--- src/rtl/csl_pkg.sv ---
// ----------------------------------------------------------------------------
// csl_pkg
// Shared types and codes for the cache set lookup and fill block.
// ----------------------------------------------------------------------------
package csl_pkg;

    localparam int LOOKUP_TAG_W = 8;
    localparam int WAY_INDEX_W  = 2;

    localparam logic OP_ACCESS     = 1'b0;
    localparam logic OP_INVALIDATE = 1'b1;

    typedef struct packed {
        logic                    operation;
        logic [LOOKUP_TAG_W-1:0] lookup_tag;
    } t_in;

    typedef struct packed {
        logic                   hit;
        logic [WAY_INDEX_W-1:0] way_index;
    } t_out;

    // result of one pass of the shared way compare unit
    typedef struct packed {
        logic match;
        logic older;
    } t_cmp_res;

endpackage

--- src/rtl/cache_set_lru_lookup_fill.sv ---
// ----------------------------------------------------------------------------
// cache_set_lru_lookup_fill
// One set of a set-associative cache with age-counter replacement.
//
// Input channel (i_in_*): one transaction per access or invalidate. An
// access compares its tag with each way in turn; on a miss it fills the next
// unfilled way, or once the set is full the lowest valid way with the
// greatest nonzero age (way 0 if none). The used way's age is cleared and
// every other valid way ages by one, saturating. Invalidate clears valid
// bits, ages and the fill count; stored tags are kept.
// Output channel (o_out_*): one result per input transaction, hit flag and
// way number, held in an output register.
// Sequencing: an access scans one way per cycle through the shared compare
// unit, then a finish state writes its result to the output register; an
// invalidate goes straight to the finish state. o_in_ready is high only
// while the sequencer is idle, so a new transaction waits for the last one.
// Stall: a finished result waits in the output register; a further item may
// be accepted, but its final update stalls until the register drains.
// Reset clears valid bits, ages, fill count and the output valid flag.
// ----------------------------------------------------------------------------
module cache_set_lru_lookup_fill #(
    parameter int WAYS     = 4,
    parameter int TAG_BITS = 8,
    parameter int AGE_BITS = 8
) (
    input  logic          i_clk,
    input  logic          i_rst_n,
    input  logic          i_in_valid,
    output logic          o_in_ready,
    input  csl_pkg::t_in  i_in_data,
    output logic          o_out_valid,
    input  logic          i_out_ready,
    output csl_pkg::t_out o_out_data
);

    localparam int IDX_W  = $clog2(WAYS);
    localparam int FILL_W = $clog2(WAYS + 1);
    localparam int WIDE_W = (IDX_W > csl_pkg::WAY_INDEX_W) ? IDX_W : csl_pkg::WAY_INDEX_W;

    typedef enum logic [2:0] {
        ST_IDLE   = 3'b001,
        ST_SCAN   = 3'b010,
        ST_FINISH = 3'b100
    } t_state;

    t_state              r_state, n_state;
    logic [IDX_W-1:0]    r_idx, n_idx;
    logic                r_op, n_op;
    logic [TAG_BITS-1:0] r_tag, n_tag;
    logic                r_found, n_found;
    logic [IDX_W-1:0]    r_hit_way, n_hit_way;
    logic [AGE_BITS-1:0] r_best_age, n_best_age;
    logic [IDX_W-1:0]    r_best_way, n_best_way;
    logic [WAYS-1:0]     r_valid, n_valid;
    logic [TAG_BITS-1:0] r_tag_mem [WAYS];
    logic [AGE_BITS-1:0] r_age [WAYS];
    logic [AGE_BITS-1:0] n_age [WAYS];
    logic [FILL_W-1:0]   r_fill, n_fill;
    logic                r_out_valid, n_out_valid;
    csl_pkg::t_out       r_out_data, n_out_data;

    csl_pkg::t_cmp_res   cmp_res;
    logic                in_accept;
    logic                slot_free;
    logic                set_full;
    logic                tag_write;
    logic [IDX_W-1:0]    used_way;
    logic [WIDE_W-1:0]   used_wide;

    csl_way_cmp #(
        .TAG_BITS (TAG_BITS),
        .AGE_BITS (AGE_BITS)
    ) u_cmp (
        .i_way_valid  (r_valid[r_idx]),
        .i_way_tag    (r_tag_mem[r_idx]),
        .i_way_age    (r_age[r_idx]),
        .i_lookup_tag (r_tag),
        .i_best_age   (r_best_age),
        .o_res        (cmp_res)
    );

    assign in_accept = i_in_valid && o_in_ready;
    assign slot_free = !r_out_valid || i_out_ready;
    assign set_full  = (r_fill >= FILL_W'(WAYS));

    always_comb begin
        if (r_found) begin
            used_way = r_hit_way;
        end else if (!set_full) begin
            used_way = r_fill[IDX_W-1:0];
        end else begin
            used_way = r_best_way;
        end
        used_wide = WIDE_W'(used_way);
    end

    always_comb begin
        n_state     = r_state;
        n_idx       = r_idx;
        n_op        = r_op;
        n_tag       = r_tag;
        n_found     = r_found;
        n_hit_way   = r_hit_way;
        n_best_age  = r_best_age;
        n_best_way  = r_best_way;
        n_valid     = r_valid;
        n_fill      = r_fill;
        n_out_data  = r_out_data;
        n_out_valid = r_out_valid && !i_out_ready;
        tag_write   = 1'b0;
        for (int w = 0; w < WAYS; w++) begin
            n_age[w] = r_age[w];
        end

        case (r_state)
            ST_IDLE: begin
                if (in_accept) begin
                    n_op       = i_in_data.operation;
                    n_tag      = TAG_BITS'(i_in_data.lookup_tag);
                    n_idx      = '0;
                    n_found    = 1'b0;
                    n_hit_way  = '0;
                    n_best_age = '0;
                    n_best_way = '0;
                    if (i_in_data.operation == csl_pkg::OP_INVALIDATE) begin
                        n_state = ST_FINISH;
                    end else begin
                        n_state = ST_SCAN;
                    end
                end
            end
            ST_SCAN: begin
                if (cmp_res.match && !r_found) begin
                    n_found   = 1'b1;
                    n_hit_way = r_idx;
                end
                if (cmp_res.older) begin
                    n_best_age = r_age[r_idx];
                    n_best_way = r_idx;
                end
                if (r_idx == IDX_W'(WAYS - 1)) begin
                    n_state = ST_FINISH;
                end else begin
                    n_idx = r_idx + 1'b1;
                end
            end
            ST_FINISH: begin
                if (slot_free) begin
                    n_out_valid = 1'b1;
                    n_state     = ST_IDLE;
                    if (r_op == csl_pkg::OP_INVALIDATE) begin
                        n_valid              = '0;
                        n_fill               = '0;
                        n_out_data.hit       = 1'b0;
                        n_out_data.way_index = '0;
                        for (int w = 0; w < WAYS; w++) begin
                            n_age[w] = '0;
                        end
                    end else begin
                        if (!r_found) begin
                            tag_write         = 1'b1;
                            n_valid[used_way] = 1'b1;
                            if (!set_full) begin
                                n_fill = r_fill + 1'b1;
                            end
                        end
                        for (int w = 0; w < WAYS; w++) begin
                            if (n_valid[w]) begin
                                if (IDX_W'(w) == used_way) begin
                                    n_age[w] = '0;
                                end else if (r_age[w] != '1) begin
                                    n_age[w] = r_age[w] + 1'b1;
                                end
                            end
                        end
                        n_out_data.hit       = r_found;
                        n_out_data.way_index = used_wide[csl_pkg::WAY_INDEX_W-1:0];
                    end
                end
            end
            default: begin
                n_state = ST_IDLE;
            end
        endcase
    end

    always_ff @(posedge i_clk) begin
        if (!i_rst_n) begin
            r_state     <= ST_IDLE;
            r_valid     <= '0;
            r_fill      <= '0;
            r_out_valid <= 1'b0;
            for (int w = 0; w < WAYS; w++) begin
                r_age[w] <= '0;
            end
        end else begin
            r_state     <= n_state;
            r_valid     <= n_valid;
            r_fill      <= n_fill;
            r_out_valid <= n_out_valid;
            for (int w = 0; w < WAYS; w++) begin
                r_age[w] <= n_age[w];
            end
        end
    end

    always_ff @(posedge i_clk) begin
        r_idx      <= n_idx;
        r_op       <= n_op;
        r_tag      <= n_tag;
        r_found    <= n_found;
        r_hit_way  <= n_hit_way;
        r_best_age <= n_best_age;
        r_best_way <= n_best_way;
        r_out_data <= n_out_data;
        if (tag_write) begin
            r_tag_mem[used_way] <= r_tag;
        end
    end

    assign o_in_ready  = (r_state == ST_IDLE);
    assign o_out_valid = r_out_valid;
    assign o_out_data  = r_out_data;

endmodule

--- src/rtl/csl_way_cmp.sv ---
// ----------------------------------------------------------------------------
// csl_way_cmp
// Shared compare unit: tag match and age ordering for one way per cycle.
// ----------------------------------------------------------------------------
module csl_way_cmp #(
    parameter int TAG_BITS = 8,
    parameter int AGE_BITS = 8
) (
    input  logic                i_way_valid,
    input  logic [TAG_BITS-1:0] i_way_tag,
    input  logic [AGE_BITS-1:0] i_way_age,
    input  logic [TAG_BITS-1:0] i_lookup_tag,
    input  logic [AGE_BITS-1:0] i_best_age,
    output csl_pkg::t_cmp_res   o_res
);

    always_comb begin
        o_res.match = i_way_valid && (i_way_tag == i_lookup_tag);
        o_res.older = i_way_valid && (i_way_age > i_best_age);
    end

endmodule

--- config.mk ---
export PLATFORM = sky130hd
export DESIGN_NAME = cache_set_lru_lookup_fill
export DESIGN_NICKNAME = d
export VERILOG_FILES = /design/src/rtl/csl_pkg.sv /design/src/rtl/cache_set_lru_lookup_fill.sv /design/src/rtl/csl_way_cmp.sv
export SDC_FILE = /design/constraint.sdc
export NUM_CORES = 1
export LEC_CHECK = 0
export ABC_AREA = 1
export BUFFER_PORTS_ARGS = -buffer_cell sky130_fd_sc_hd__buf_4
export CORE_ASPECT_RATIO = 0.8
export CORE_UTILIZATION = 40
export DETAILED_ROUTE_END_ITERATION = 8
export GPL_TIMING_DRIVEN = 0
export PLACE_DENSITY = 0.53
export SYNTH_ARGS = -nofsm -noshare
export SYNTH_HDL_FRONTEND = slang
export SYNTH_SLANG_ARGS = --single-unit
--- constraint.sdc ---
create_clock -name i_clk -period 4.1 [get_ports i_clk]
set_input_delay 0.41 -clock i_clk [delete_from_list [all_inputs] [get_ports i_clk]]
set_output_delay 0.41 -clock i_clk [all_outputs]
set_load 0.03 [all_outputs]
Word level (Yosys, flattened, before mapping). Memory sizes are Yosys's and may differ from the RTL's. A register that Yosys moved wholly into a read port is not among the register bits. Index checks and enable logic that the tools add are counted.

Memories kept: 2. Bits in registers: 38. Logic and storage cells: 133. Output and inout bits: 5. RAM bits: 64.

Memories: r_age (words 4, width 8, rd ports 5, clocked after Yosys merged registers in 1, write ports 4, line cache_set_lru_lookup_fill.sv:56) `logic [AGE_BITS-1:0] r_age [WAYS];`; r_tag_mem (words 4, width 8, rd ports 1, clocked after Yosys merged registers in 1, write ports 1, line cache_set_lru_lookup_fill.sv:55) `logic [TAG_BITS-1:0] r_tag_mem [WAYS];`.

$lt $le $gt $ge: 5. Add/subtract/negate cells: 6. Multiplexer cells: 63. Equality and inequality tests: 20. Bitwise gates (word level): 5. Reduce and logical (&&, ||, !) cells: 19.

Operators with widths (number): 2-to-1 mux 8 bit (18); 2-to-1 mux 32 bit (3); adder 8 x 1 -> 8 bit, second input constant (4); inequality test 8 bit, second input constant (4); 2-to-1 mux 3 bit (7); 2-to-1 mux 4 bit (5); 2-to-1 mux 2 bit (8); one-hot mux 8 bit (2 select lines) (1); 2-to-1 mux 1 bit (14); inequality test 2 bit, second input constant (7); one-hot mux 2 bit (2 select lines) (3); AND reduction 3 bit (4); one-hot mux 3 bit (3 select lines) (1); == test 8 bit (1); greater-than comparator 8 bit (1); logical AND 1 bit (6); < comparator 2 x 3 -> 1 bit, second input constant (2); == test 2 bit, first input constant (2); OR 1 bit (4); OR 4 bit (1); AND reduction 2 bit (2); AND reduction 4 bit (1); adder 3 x 1 -> 3 bit, second input constant (1); == test 3 x 1 -> 1 bit, second input constant (1); other kinds (15) (17).

Depth between registers and ports, before layout. Gate-level depths: netlist (run 1).

Word-level depth: 17. Gate-level depth with buffers: 13. Gate-level depth less buffers: 13.

Modules after synthesis. Synthesis (run 1) repeated with hierarchy kept, for this count alone.

Cells, all modules: 663. Area, all modules: 5377.7 sq um.

By module, submodules not included: cache_set_lru_lookup_fill (cells each 598, instances 1, area an instance 5033.6 sq um); csl_way_cmp (cells each 65, instances 1, area an instance 344.1 sq um).

Worst setup path after synthesis (run 1). Ideal clock, no wire load.

Kind: register -> register. Start point: register with a tool-made name. End point: register r_best_age[0], enable pin. Stages on the path, launching flop included: 14. Buffers on the path: 2. Data required time: 3720 ps. Library setup time: 380 ps. Data arrival time: 2442 ps. Period minus slack after synthesis: 2822 ps. Slack: 1278 ps. Path through: dfxtp_1 > inv_2 > clkbuf_1 > clkbuf_1 > nand2_1 > o211ai_1 > nand2_1 > ha_1 > a21oi_1 > o21ai_0 > a21oi_1 > o21ai_0 > nand2_1 > a21oi_1.

RTL lines: end signal, assigned (line cache_set_lru_lookup_fill.sv:213) `r_best_age <= n_best_age;`; end, declared (line cache_set_lru_lookup_fill.sv:52) `logic [AGE_BITS-1:0] r_best_age, n_best_age;`.

==> results of run 1 <==
## registers in the layout, summed over array words and instances (netlist names), named ones only
| name | flops |
|---|---|
| r_state | 3 |
| r_valid | 4 |
| o_out_valid | 1 |
| r_op | 1 |
| r_tag_mem | 32 |
| r_best_way | 2 |
| r_tag | 8 |
| r_found | 1 |
| o_out_data | 3 |
| r_idx | 2 |
| r_hit_way | 2 |
| r_age | 32 |
| r_best_age | 8 |
| r_fill | 3 |
## cell type report
| type | count | area, um2 | share of cell area |
|---|---|---|---|
| inverters | 98 | 367.9 | 0.05982 |
| flip-flops and latches | 104 | 2673 | 0.4346 |
| repair buffers | 17 | 127.6 | 0.02075 |
| well taps | 175 | 219.0 | 0.03561 |
| plain buffers | 20 | 102.6 | 0.01668 |
| multi-input cells | 471 | 2380 | 0.3870 |
| clock buffers | 10 | 239.0 | 0.03886 |
| clock inverters | 6 | 41.29 | 0.006714 |
## timing repair
action | in CTS | in global routing
endpoints found under the hold margin | 0 | 0
gates resized for setup | 0 | 1
endpoints found under the setup margin | 0 | 10
hold buffers | 0 | 0
## cell usage after synthesis
cell,count,area [um2]
clkbuf_1,9,33.78
a21oi_2,1,8.760
nor4_1,1,6.260
dfxtp_1,45,900.9
a211oi_1,3,22.52
inv_1,91,341.6
xor2_1,6,52.55
clkinv_1,2,7.510
nand2_4,1,11.26
nand2_2,8,50.05
nor3_4,2,32.53
nor2_1,72,270.3
or2_2,1,6.260
ha_1,14,175.2
nor2_4,2,22.52
nand3_1,38,190.2
o21ai_0,36,180.2
o211ai_1,6,45.04
o21bai_2,1,11.26
buf_4,1,7.510
nand3_2,7,70.07
nand2_1,165,619.3
buf_6,2,22.52
o21ai_1,4,20.02
nor2_2,1,6.260
a21oi_1,59,295.3
buf_1,1,3.750
o21ai_2,1,8.760
nor3_1,10,50.05
a21oi_4,1,16.27
nand4_1,23,143.9
inv_2,5,18.77
nor3b_1,1,7.510
nand3b_1,6,45.04
edfxtp_1,59,1772
a221oi_1,1,8.760
buf_2,7,35.03
## report_power, final
part	switching (mW)	leakage (nW)	total [mW]	internal (mW)
combinational	0.465	1.49	0.674	0.209
clock	0.396	0.140	0.828	0.433
sequential	0.0573	0.916	1.25	1.19
## logic make-up after synthesis
family                     share of synthesized area
buffers and inverters                        0.08524
DFF                                           0.4842
adders and majority gates                    0.03174
xor gates and xnor gates                    0.009522
and+or+nand+nor                               0.2775
AOI/OAI and AO/OA                             0.1118
## metal layers
metal  GRT usage  part of all wire
met2      0.3095              0.43
met1      0.3033              0.52
met3     0.03404             0.043
met4     0.04951             0.011
met5           0                 0
## worst paths after layout
check | from | end | slack, ps | depth (start not counted)
setup / recovery | flip-flop | r_best_age[4] | 530 | 12
hold / removal | i_in_data[6] | r_tag[6] | 240 | 1
setup reg to reg | flip-flop | r_best_age[4] | 530 | 12
hold reg to reg | r_age[2][5] | r_age[2][5] | 490 | 2
==> run metrics, run 1 <==
Post-DP Area=0.005866 mm2; final worst hold slack=235.1 ps; Hold/Removal Path Class=primary input to flip-flop; initial core utilization=0.4198; Max-slew headroom=0.3415; num ports=18; # rows=37; maximum vdd ir drop=0.2417 mV; CP max stage cell=a21oi_2; Post-Syn Instances=693; sequential area share after synthesis=0.4842; setup bufs post-CTS=0; final WL=14,070 um; # fillers=1,326; Clock Skew=8.058 ps; Avg Synthesized Cell Area=7.964 um2; P per Cell Area=447.5 mW/mm2; clk sinks=104; CP Data Required Time=4080 ps; min Tclk post-route=3574 ps; share of cells above drive strength 1=0.1006; syn nets=720; vias in the first global route=4,246; Worst setup EP type=flip-flop; die span in x=133.3 um; RSZ-0062 raised after global routing=false; DR DRC count=0; Final Hold Fails=0; number of CTS-inserted buffers=9; first-pass GRT wire length=22,540 um; worst-path cell chain=inv_2 > clkbuf_1 > clkbuf_1 > o21ai_0 > nand2_1 > ha_1 > nand2_1 > o21ai_0 > a21oi_1 > o21ai_0 > nand2_1 > a21oi_2; Setup CP Type=flip-flop to flip-flop; CP Data Arrival Time=3550 ps; routed via count=4,612; Global Route Usage Sum=0.2050; initial DRC count=394; Detailed Place HPWL=10,450 um; Mapped Area=0.005519 mm2; Non-Filler Instances=901; initial antenna violation count=0; Layout area overhead=11.43%; Final ANT Viol Nets=0; clock latency on the worst-skew pair=350 ps; CORE AREA=0.01315 mm2; CP Launch Type=flip-flop; setup TNS=0 ps; post-route cell area=0.006150 mm2; CTS tree=done; final setup violation count=0; CTS H-tree lvls=3; DIE AREA=0.01427 mm2; fin crit share=0.8717; critical path fanouts, max=10; unique cell type count in the Yosys netlist=37; status=completed; largest net degree at the start of global routing=18; setup ws final=526.1 ps; n_diodes=0; post-layout util=0.4677; Placed Cells=885; Pins Over Slew Limit=0; Largest stage delay, worst path=600 ps; Power, Total=2.752 mW; Detailed Routing Iterations Pass 1=5; Worst-Margin Slew=984.1 ps; most frequent cells in the layout=nand2_1, inv_1, nor2_1; max-cap viol count=0; IO buf count=17; Top delay family on crit path=compound AO/OA/AOI/OAI gates; Crit path buffers/inverters=3; FF+latch count, synth=104; Leak Pwr=2.547 nW; Post-Place Setup Slack=175.4 ps; die height=107.1 um; routability cong.=0.8624; Vias/cell=5.119; Nets=748; commonest non-fill, non-tap cell in the layout=nand2_1; Max Fclk=0.2798 GHz; Synth Warn #=0; per-cell routed wire length=15.62 um; grt ovf=0; Reg clk slew, reported paths=70 ps; CTS root buf=clkbuf_16; Clock Path Buffers=2
Note: power is estimated with default switching activity, not from simulation.
==> run 2, diff against run 1 <==
--- a/config.mk
+++ b/config.mk
@@ -11,7 +11,7 @@
 export CORE_UTILIZATION = 40
 export DETAILED_ROUTE_END_ITERATION = 8
 export GPL_TIMING_DRIVEN = 0
-export PLACE_DENSITY = 0.53
+export PLACE_DENSITY_LB_ADDON = 0.25
 export SYNTH_ARGS = -nofsm -noshare
 export SYNTH_HDL_FRONTEND = slang
 export SYNTH_SLANG_ARGS = --single-unit
==> run 2 against run 1 <==
Critical path depth did not move. Die area unchanged. Highest routed layer unchanged. Final cell count unchanged. Worst hold slack lost 0.88 ps. Fmax grew 3.0%. Critical endpoint is now r_best_age[2]. Via count grew 0.59%. Clock-buffer cell count unchanged.
==> run metrics, run 2 (synthesis results as in run 1) <==
largest registers=r_age: 32 flops, r_tag_mem: 32 flops; Non-Filler Instances=901 (unchanged); Pins Over Slew Limit=0 (unchanged); NetSw=0.9174 mW (about the same); CORE AREA=0.01315 mm2 (unchanged); worst hold endpoint=r_tag[5]; hold_sp=i_in_data[5]; Post-DP Area=0.005866 mm2 (unchanged); n_diodes=0 (unchanged); Comb pwr share=0.242 (-0.003); fin crit share=0.8463 (-0.02540); first-pass GRT wire length=22,020 um (-2.3%); commonest non-fill, non-tap cell in the layout=nand2_1; Placed Cells=885 (unchanged); routed via count=4,639 (+0.59%); Clock Path Buffers=2 (unchanged); die height=107.1 um (unchanged); grt ovf=0 (unchanged); Nets=748 (unchanged); cell-internal power=1.823 mW (-0.62%); CTS root buf=clkbuf_16; Detailed Routing Iterations Pass 1=5 (unchanged); Largest stage delay, worst path=570 ps (-30 ps); Reg power frac=0.457 (+0.003); number of CTS-inserted buffers=9 (unchanged); CP Data Required Time=4080 ps (about the same); clock latency on the worst-skew pair=350 ps (about the same); CTS tree=done; Max-slew headroom=0.3689 (+0.02732); CP Data Arrival Time=3450 ps (-100 ps); Clock Skew=6.049 ps (-2.009 ps); critical path fanouts, max=10 (unchanged); die span in x=133.3 um (unchanged); max-cap viol count=0 (unchanged); Layout area overhead=11.47% (about the same); Sw Share=0.3348 (+0.001287); min Tclk post-route=3470 ps (-104.1 ps); RSZ-0062 raised after global routing=false; clk sinks=104 (unchanged); initial antenna violation count=0 (unchanged); Detailed Place HPWL=9945 um (-4.8%); Max Fclk=0.2882 GHz (+3.0%); vias in the first global route=4,384 (+3.3%); P per Cell Area=445.4 mW/mm2 (-0.47%); Hold Path Cell Cnt=1 (unchanged); Worst setup EP type=flip-flop; share of cells above drive strength 1=0.1019 (+0.001377); # rows=37 (unchanged); maximum vdd ir drop=0.2624 mV (+8.6%); DIE AREA=0.01427 mm2 (unchanged); Final Hold Fails=0 (unchanged); num ports=18 (unchanged); largest net degree at the start of global routing=19 (+1); setup bufs post-CTS=0 (unchanged); CP Launch Type=flip-flop; initial core utilization=0.4198 (unchanged); post-route cell area=0.006152 mm2 (about the same); worst-path cell chain=inv_2 > clkbuf_1 > clkbuf_1 > o21ai_0 > nand2_1 > ha_1 > nand2_1 > o21ai_0 > a21oi_1 > o21ai_0 > nand2_1 > a21oi_2; CP max stage cell=a21oi_2; final setup violation count=0 (unchanged); # fillers=1,289 (-2.8%); Final ANT Viol Nets=0 (unchanged); Worst-Margin Slew=943.2 ps (-40.83 ps); Clock power frac=0.301 (about the same); Setup CP Type=flip-flop to flip-flop; Worst Reg-to-Reg Cells=12 (unchanged); Hold/Removal Path Class=primary input to flip-flop; CTS H-tree lvls=3 (unchanged); routability cong.=0.9046 (+4.9%); reg-to-reg slack, setup=630 ps (+100 ps); Reg clk slew, reported paths=70 ps (about the same); Leak Pwr=2.542 nW (-0.22%); per-cell routed wire length=14.84 um (-5.0%); final WL=13,370 um (-5.0%); Global Route Usage Sum=0.1990 (-0.006036); R2R Path End=r_best_age[2]; most frequent cells in the layout=nand2_1, inv_1, nor2_1; status=completed; IO buf count=17 (unchanged); Vias/cell=5.149 (+0.59%); DR DRC count=0 (unchanged); initial DRC count=308 (-22%); setup TNS=0 ps (unchanged)
[run 2: power groups by stage]
stage | Combinational (mW) | Clock [mW] | Sequential [mW]
2_1_floorplan | 0.484 | 0 | 1.26
3_3_place_gp | 0.640 | 0 | 1.27
5_1_grt | 0.754 | 0.880 | 1.26
3_5_place_dp | 0.659 | 0 | 1.28
6_report | 0.663 | 0.826 | 1.25
4_1_cts | 0.662 | 0.845 | 1.25
[run 2: metrics by stage]
stage / utilization / worst slack (ps) / power [mW] / hold WS [ps]
floorplan: - / 1278 / 1.739 / 454.3
global placement: 0.4461 / 398.8 / 1.912 / 473.8
detailed placement: 0.4461 / 298.6 / 1.935 / 477.2
CTS: 0.4676 / 278.4 / 2.759 / 225.2
global route: 0.4679 / 304.5 / 2.896 / 219.1
finish: 0.4679 / 630.3 / 2.740 / 234.2
[run 2: worst max-delay path by stage]
stage,slack (ps),cells past startpoint,to,startpoint
6_report,630,12,r_best_age[2],flip-flop
5_1_grt,300,12,r_best_age[3],flip-flop
3_5_place_dp,300,13,r_best_age[5],flip-flop
3_3_place_gp,400,12,r_best_age[5],flip-flop
4_1_cts,280,12,r_best_age[2],flip-flop
2_1_floorplan,1280,13,r_best_age[0],flip-flop
[run 2: layout make-up]
type / instances / area (um2) / area share
tap: 175 / 219.0 / 0.03559
clock buffer: 10 / 229.0 / 0.03722
clock inverter: 6 / 53.80 / 0.008745
sequential: 104 / 2673 / 0.4344
inverter: 98 / 367.9 / 0.05979
buffer: 20 / 102.6 / 0.01668
multi-input combinational: 471 / 2380 / 0.3868
timing repair buffer: 17 / 127.6 / 0.02074
[run 2: critical path, delay by kind of cell, from the launching register on]
kind,cells,cell delay [ps]
AND/OR/NAND/NOR,3,320
buffers and inverters,3,610
AO/OA/AOI/OAI,5,1390
flip-flops,1,470
adder cells (fa/ha/maj),1,310
[run 2: routing by layer]
metal	share of wire	track usage	wire length, um	vias to the layer above
met1	0.48	0.2804	6408	2147
met3	0.058	0.03546	770	9
li1	-	-	-	2360
met5	0	0	0	-
met4	0.0093	0.04870	124	0
met2	0.45	0.3155	6072	123
[run 2: timing repair]
item,CTS,global route
hold buffers,0,0
setup endpoints to repair,0,10
gates resized for setup,0,1
==> run 3, diff against run 2 <==
--- a/config.mk
+++ b/config.mk
@@ -5,7 +5,7 @@
 export SDC_FILE = /design/constraint.sdc
 export NUM_CORES = 1
 export LEC_CHECK = 0
-export ABC_AREA = 1
+export ABC_AREA = 0
 export BUFFER_PORTS_ARGS = -buffer_cell sky130_fd_sc_hd__buf_4
 export CORE_ASPECT_RATIO = 0.8
 export CORE_UTILIZATION = 40
==> constraint.sdc (replaced) <==
create_clock -name i_clk -period 3.5 [get_ports i_clk]
set_input_delay 0.35 -clock i_clk [delete_from_list [all_inputs] [get_ports i_clk]]
set_output_delay 0.35 -clock i_clk [all_outputs]
set_load 0.03 [all_outputs]
==> run 3 against run 2 <==
Area after synthesis down 6.6%. Combinational power down 71%. Setup slack worse by 270 ps. Final cell count down 26%. Sequential share of layout area up 2.6 points. Largest power group unchanged. Highest routed layer unchanged. Non-clock buffer count up 2. Critical path type unchanged.
==> run metrics, run 3 <==
per-cell routed wire length=18.86 um (+27%); critical path fanouts, max=10 (unchanged); IO buf count=17 (unchanged); Clock Path Buffers=2 (unchanged); Post-Syn Instances=464 (-33%); status=completed; largest net degree at the start of global routing=22 (+3); ranking of synthesized cells by area=edfxtp_1, dfxtp_1, mux4_2; Hold/Removal Path Class=primary input to flip-flop; CTS H-tree lvls=3 (unchanged); Levels on crit path=7 (-5); CP Data Required Time=3490 ps (-590 ps); Clock Skew=12.14 ps (+6.091 ps); CP Launch Type=flip-flop; clk sinks=104 (unchanged); final setup violation count=0 (unchanged); Worst-Margin Slew=1196 ps (+252.6 ps); Layout area overhead=12.74%; Crit path buffers/inverters=1 (-2); Max Fclk=0.3186 GHz (+11%); max-cap viol count=0 (unchanged); # hold bufs at CTS=0 (unchanged); Top delay family on crit path=compound AO/OA/AOI/OAI gates; number of synthesized flops with an enable pin=59 (unchanged); sequential area share after synthesis=0.5183 (+0.03408); n_diodes=0 (unchanged); final WL=12,610 um (-5.7%); vias in the first global route=3,623 (-17%); Largest stage delay, worst path=620 ps (+50 ps); commonest non-fill, non-tap cell in the layout=edfxtp_1; synth cell count leaders=edfxtp_1, dfxtp_1, a21oi_1; Global Route Usage Sum=0.1983 (-0.0006804); fin crit share=0.8968 (+0.05057); num ports=18 (unchanged); maximum vdd ir drop=0.2713 mV (+3.4%); DR DRC count=0 (unchanged); Leak Pwr=2.001 nW (-21%); Nets=520 (-30%); share of cells above drive strength 1=0.1345 (+0.03261); Yosys top cell by area=edfxtp_1; initial DRC count=503 (+63%); initial antenna violation count=0 (unchanged); Yosys top cell area share=0.3436 (+0.02259); setup bufs post-CTS=0 (unchanged); Final ANT Viol Nets=0 (unchanged); RSZ-0062 raised after global routing=false; largest registers=r_age: 32 flops, r_tag_mem: 32 flops; die height=103.6 um (-3.3%); # rows=36 (-2.7%); Detailed Place HPWL=9133 um (-8.2%); die span in x=128.9 um (-3.3%); grt ovf=0 (unchanged); Setup CP Type=flip-flop to flip-flop; routed via count=3,964 (-15%); Avg Synthesized Cell Area=11.11 um2 (+40%); CP max stage cell=dfxtp_1; Reg clk slew, reported paths=80 ps (about the same); post-layout util=0.4693 (+0.001364); routability cong.=0.8526 (-5.7%); CP Data Arrival Time=3130 ps (-320 ps); Hold Path Cell Cnt=1 (unchanged); Max-slew headroom=0.1960 (-0.1729); most frequent cells in the layout=edfxtp_1, dfxtp_1, a21oi_1; ys async rst share=0 (unchanged); ys flop type=edfxtp_1; final worst hold slack=162.6 ps (-71.55 ps); CORE AREA=0.01239 mm2 (-5.8%); Worst setup EP type=flip-flop; FF+latch count, synth=104 (unchanged); syn nets=491 (-32%); unique cell type count in the Yosys netlist=51 (+38%); P per Cell Area=443.1 mW/mm2 (-0.53%); first-pass GRT wire length=19,980 um (-9.2%); initial core utilization=0.4163 (-0.003513); Worst Reg-to-Reg Cells=7 (-5); Detailed Routing Iterations Pass 1=6 (+1); Synth Warn #=0 (unchanged); Mapped Area=0.005156 mm2 (-6.6%); clock latency on the worst-skew pair=360 ps (about the same); CTS root buf=clkbuf_16; min Tclk post-route=3139 ps (-330.8 ps); Vias/cell=5.925 (+15%); Final Hold Fails=0 (unchanged); worst-path cell chain=buf_2 > mux4_2 > ha_1 > nand4_1 > o211ai_1 > a21oi_1 > o21a_1; most frequent cell after synthesis=edfxtp_1; number of CTS-inserted buffers=9 (unchanged); CTS tree=done; DIE AREA=0.01335 mm2 (-6.5%); Pins Over Slew Limit=0 (unchanged)
## run 3: cell count changes in the layout (fill, tap and decap cells not counted), sizes merged, moves of 10 or more
| cell | previous run | this run |
|---|---|---|
| inv | 97 | 25 |
| o21ai | 41 | 10 |
| mux4 | 0 | 17 |
| and2 | 0 | 14 |
| a21oi | 61 | 37 |
| nand3 | 45 | 20 |
| o22ai | 0 | 10 |
| nor2 | 75 | 19 |
| and3 | 0 | 10 |
| nand2 | 174 | 31 |
## run 3: worst reg2reg max path, cell delays in order, from the launching register on
cell and delay (ps):
dfxtp_1 620, buf_2 370, mux4_2 580, ha_1 310, nand4_1 140, o211ai_1 110
a21oi_1 180, o21a_1 470
## run 3: worst paths after layout
kind | from | endpoint | slack [ps]
worst min register to register | r_age[3][3] | r_age[3][3] | 530
worst max-delay path | flip-flop | r_best_way[1] | 360
worst max register to register | flip-flop | r_best_way[1] | 360
worst min-delay path | i_in_data[6] | r_tag[6] | 160
## run 3: report_power, final
part / switching [mW] / total, mW / internal, mW
registers: 0.0312 / 1.35 / 1.32
logic: 0.118 / 0.194 / 0.0761
clock network: 0.515 / 1.03 / 0.513
total: 0.664 / 2.58 / 1.91
## run 3: kinds of logic (layout without fill, tap and decap cells)
| logic type | after synthesis | in the layout | synth area share |
|---|---|---|---|
| mux | 24 | 24 | 0.09027 |
| buf+inv | 41 | 75 | 0.03155 |
| xor+xnor | 8 | 8 | 0.01359 |
| fa+ha+maj | 14 | 14 | 0.03397 |
| compound gates | 109 | 109 | 0.1395 |
| simple gates | 164 | 164 | 0.1728 |
| flops | 104 | 104 | 0.5183 |
## run 3: what timing repair did
action | in CTS | in global routing
resized for setup | 1 | 1
pin swaps | 0 | 0
hold endpoints to repair | 0 | 0
setup endpoints to repair | 10 | 10
## run 3: final cells by class
class,instances,area (um2)
Fill cell,1126,6574
Multi-Input combinational cell,319,2321
Buffer,19,81.33
Tap cell,171,214.0
Clock buffer,9,225.2
Clock inverter,7,81.33
Inverter,20,75.07
Timing Repair Buffer,20,141.4
Sequential cell,104,2674
## run 3: routing by layer
layer | GRT usage | vias to the layer above | wire [um]
li1 | - | 1866 | -
met1 | 0.2991 | 1929 | 6002
met2 | 0.2788 | 155 | 5479
met3 | 0.04287 | 14 | 932
met4 | 0.06639 | 0 | 199
met5 | 0 | - | 0
## run 3: stage by stage
step                      setup TNS (ps)  std cells  instance area (um2)  setup WS, ps  total power, mW
after global placement                 0        652                 5498         18.91            1.570
after detailed placement          -299.8        655                 5512        -30.29            1.576
after CTS                              0        671                 5819         32.25            2.598
after global routing                   0        669                 5813         173.8            2.663
final                                  0        669                 5813         361.0            2.576
after floorplan                        0        464                 5156         613.3            1.507
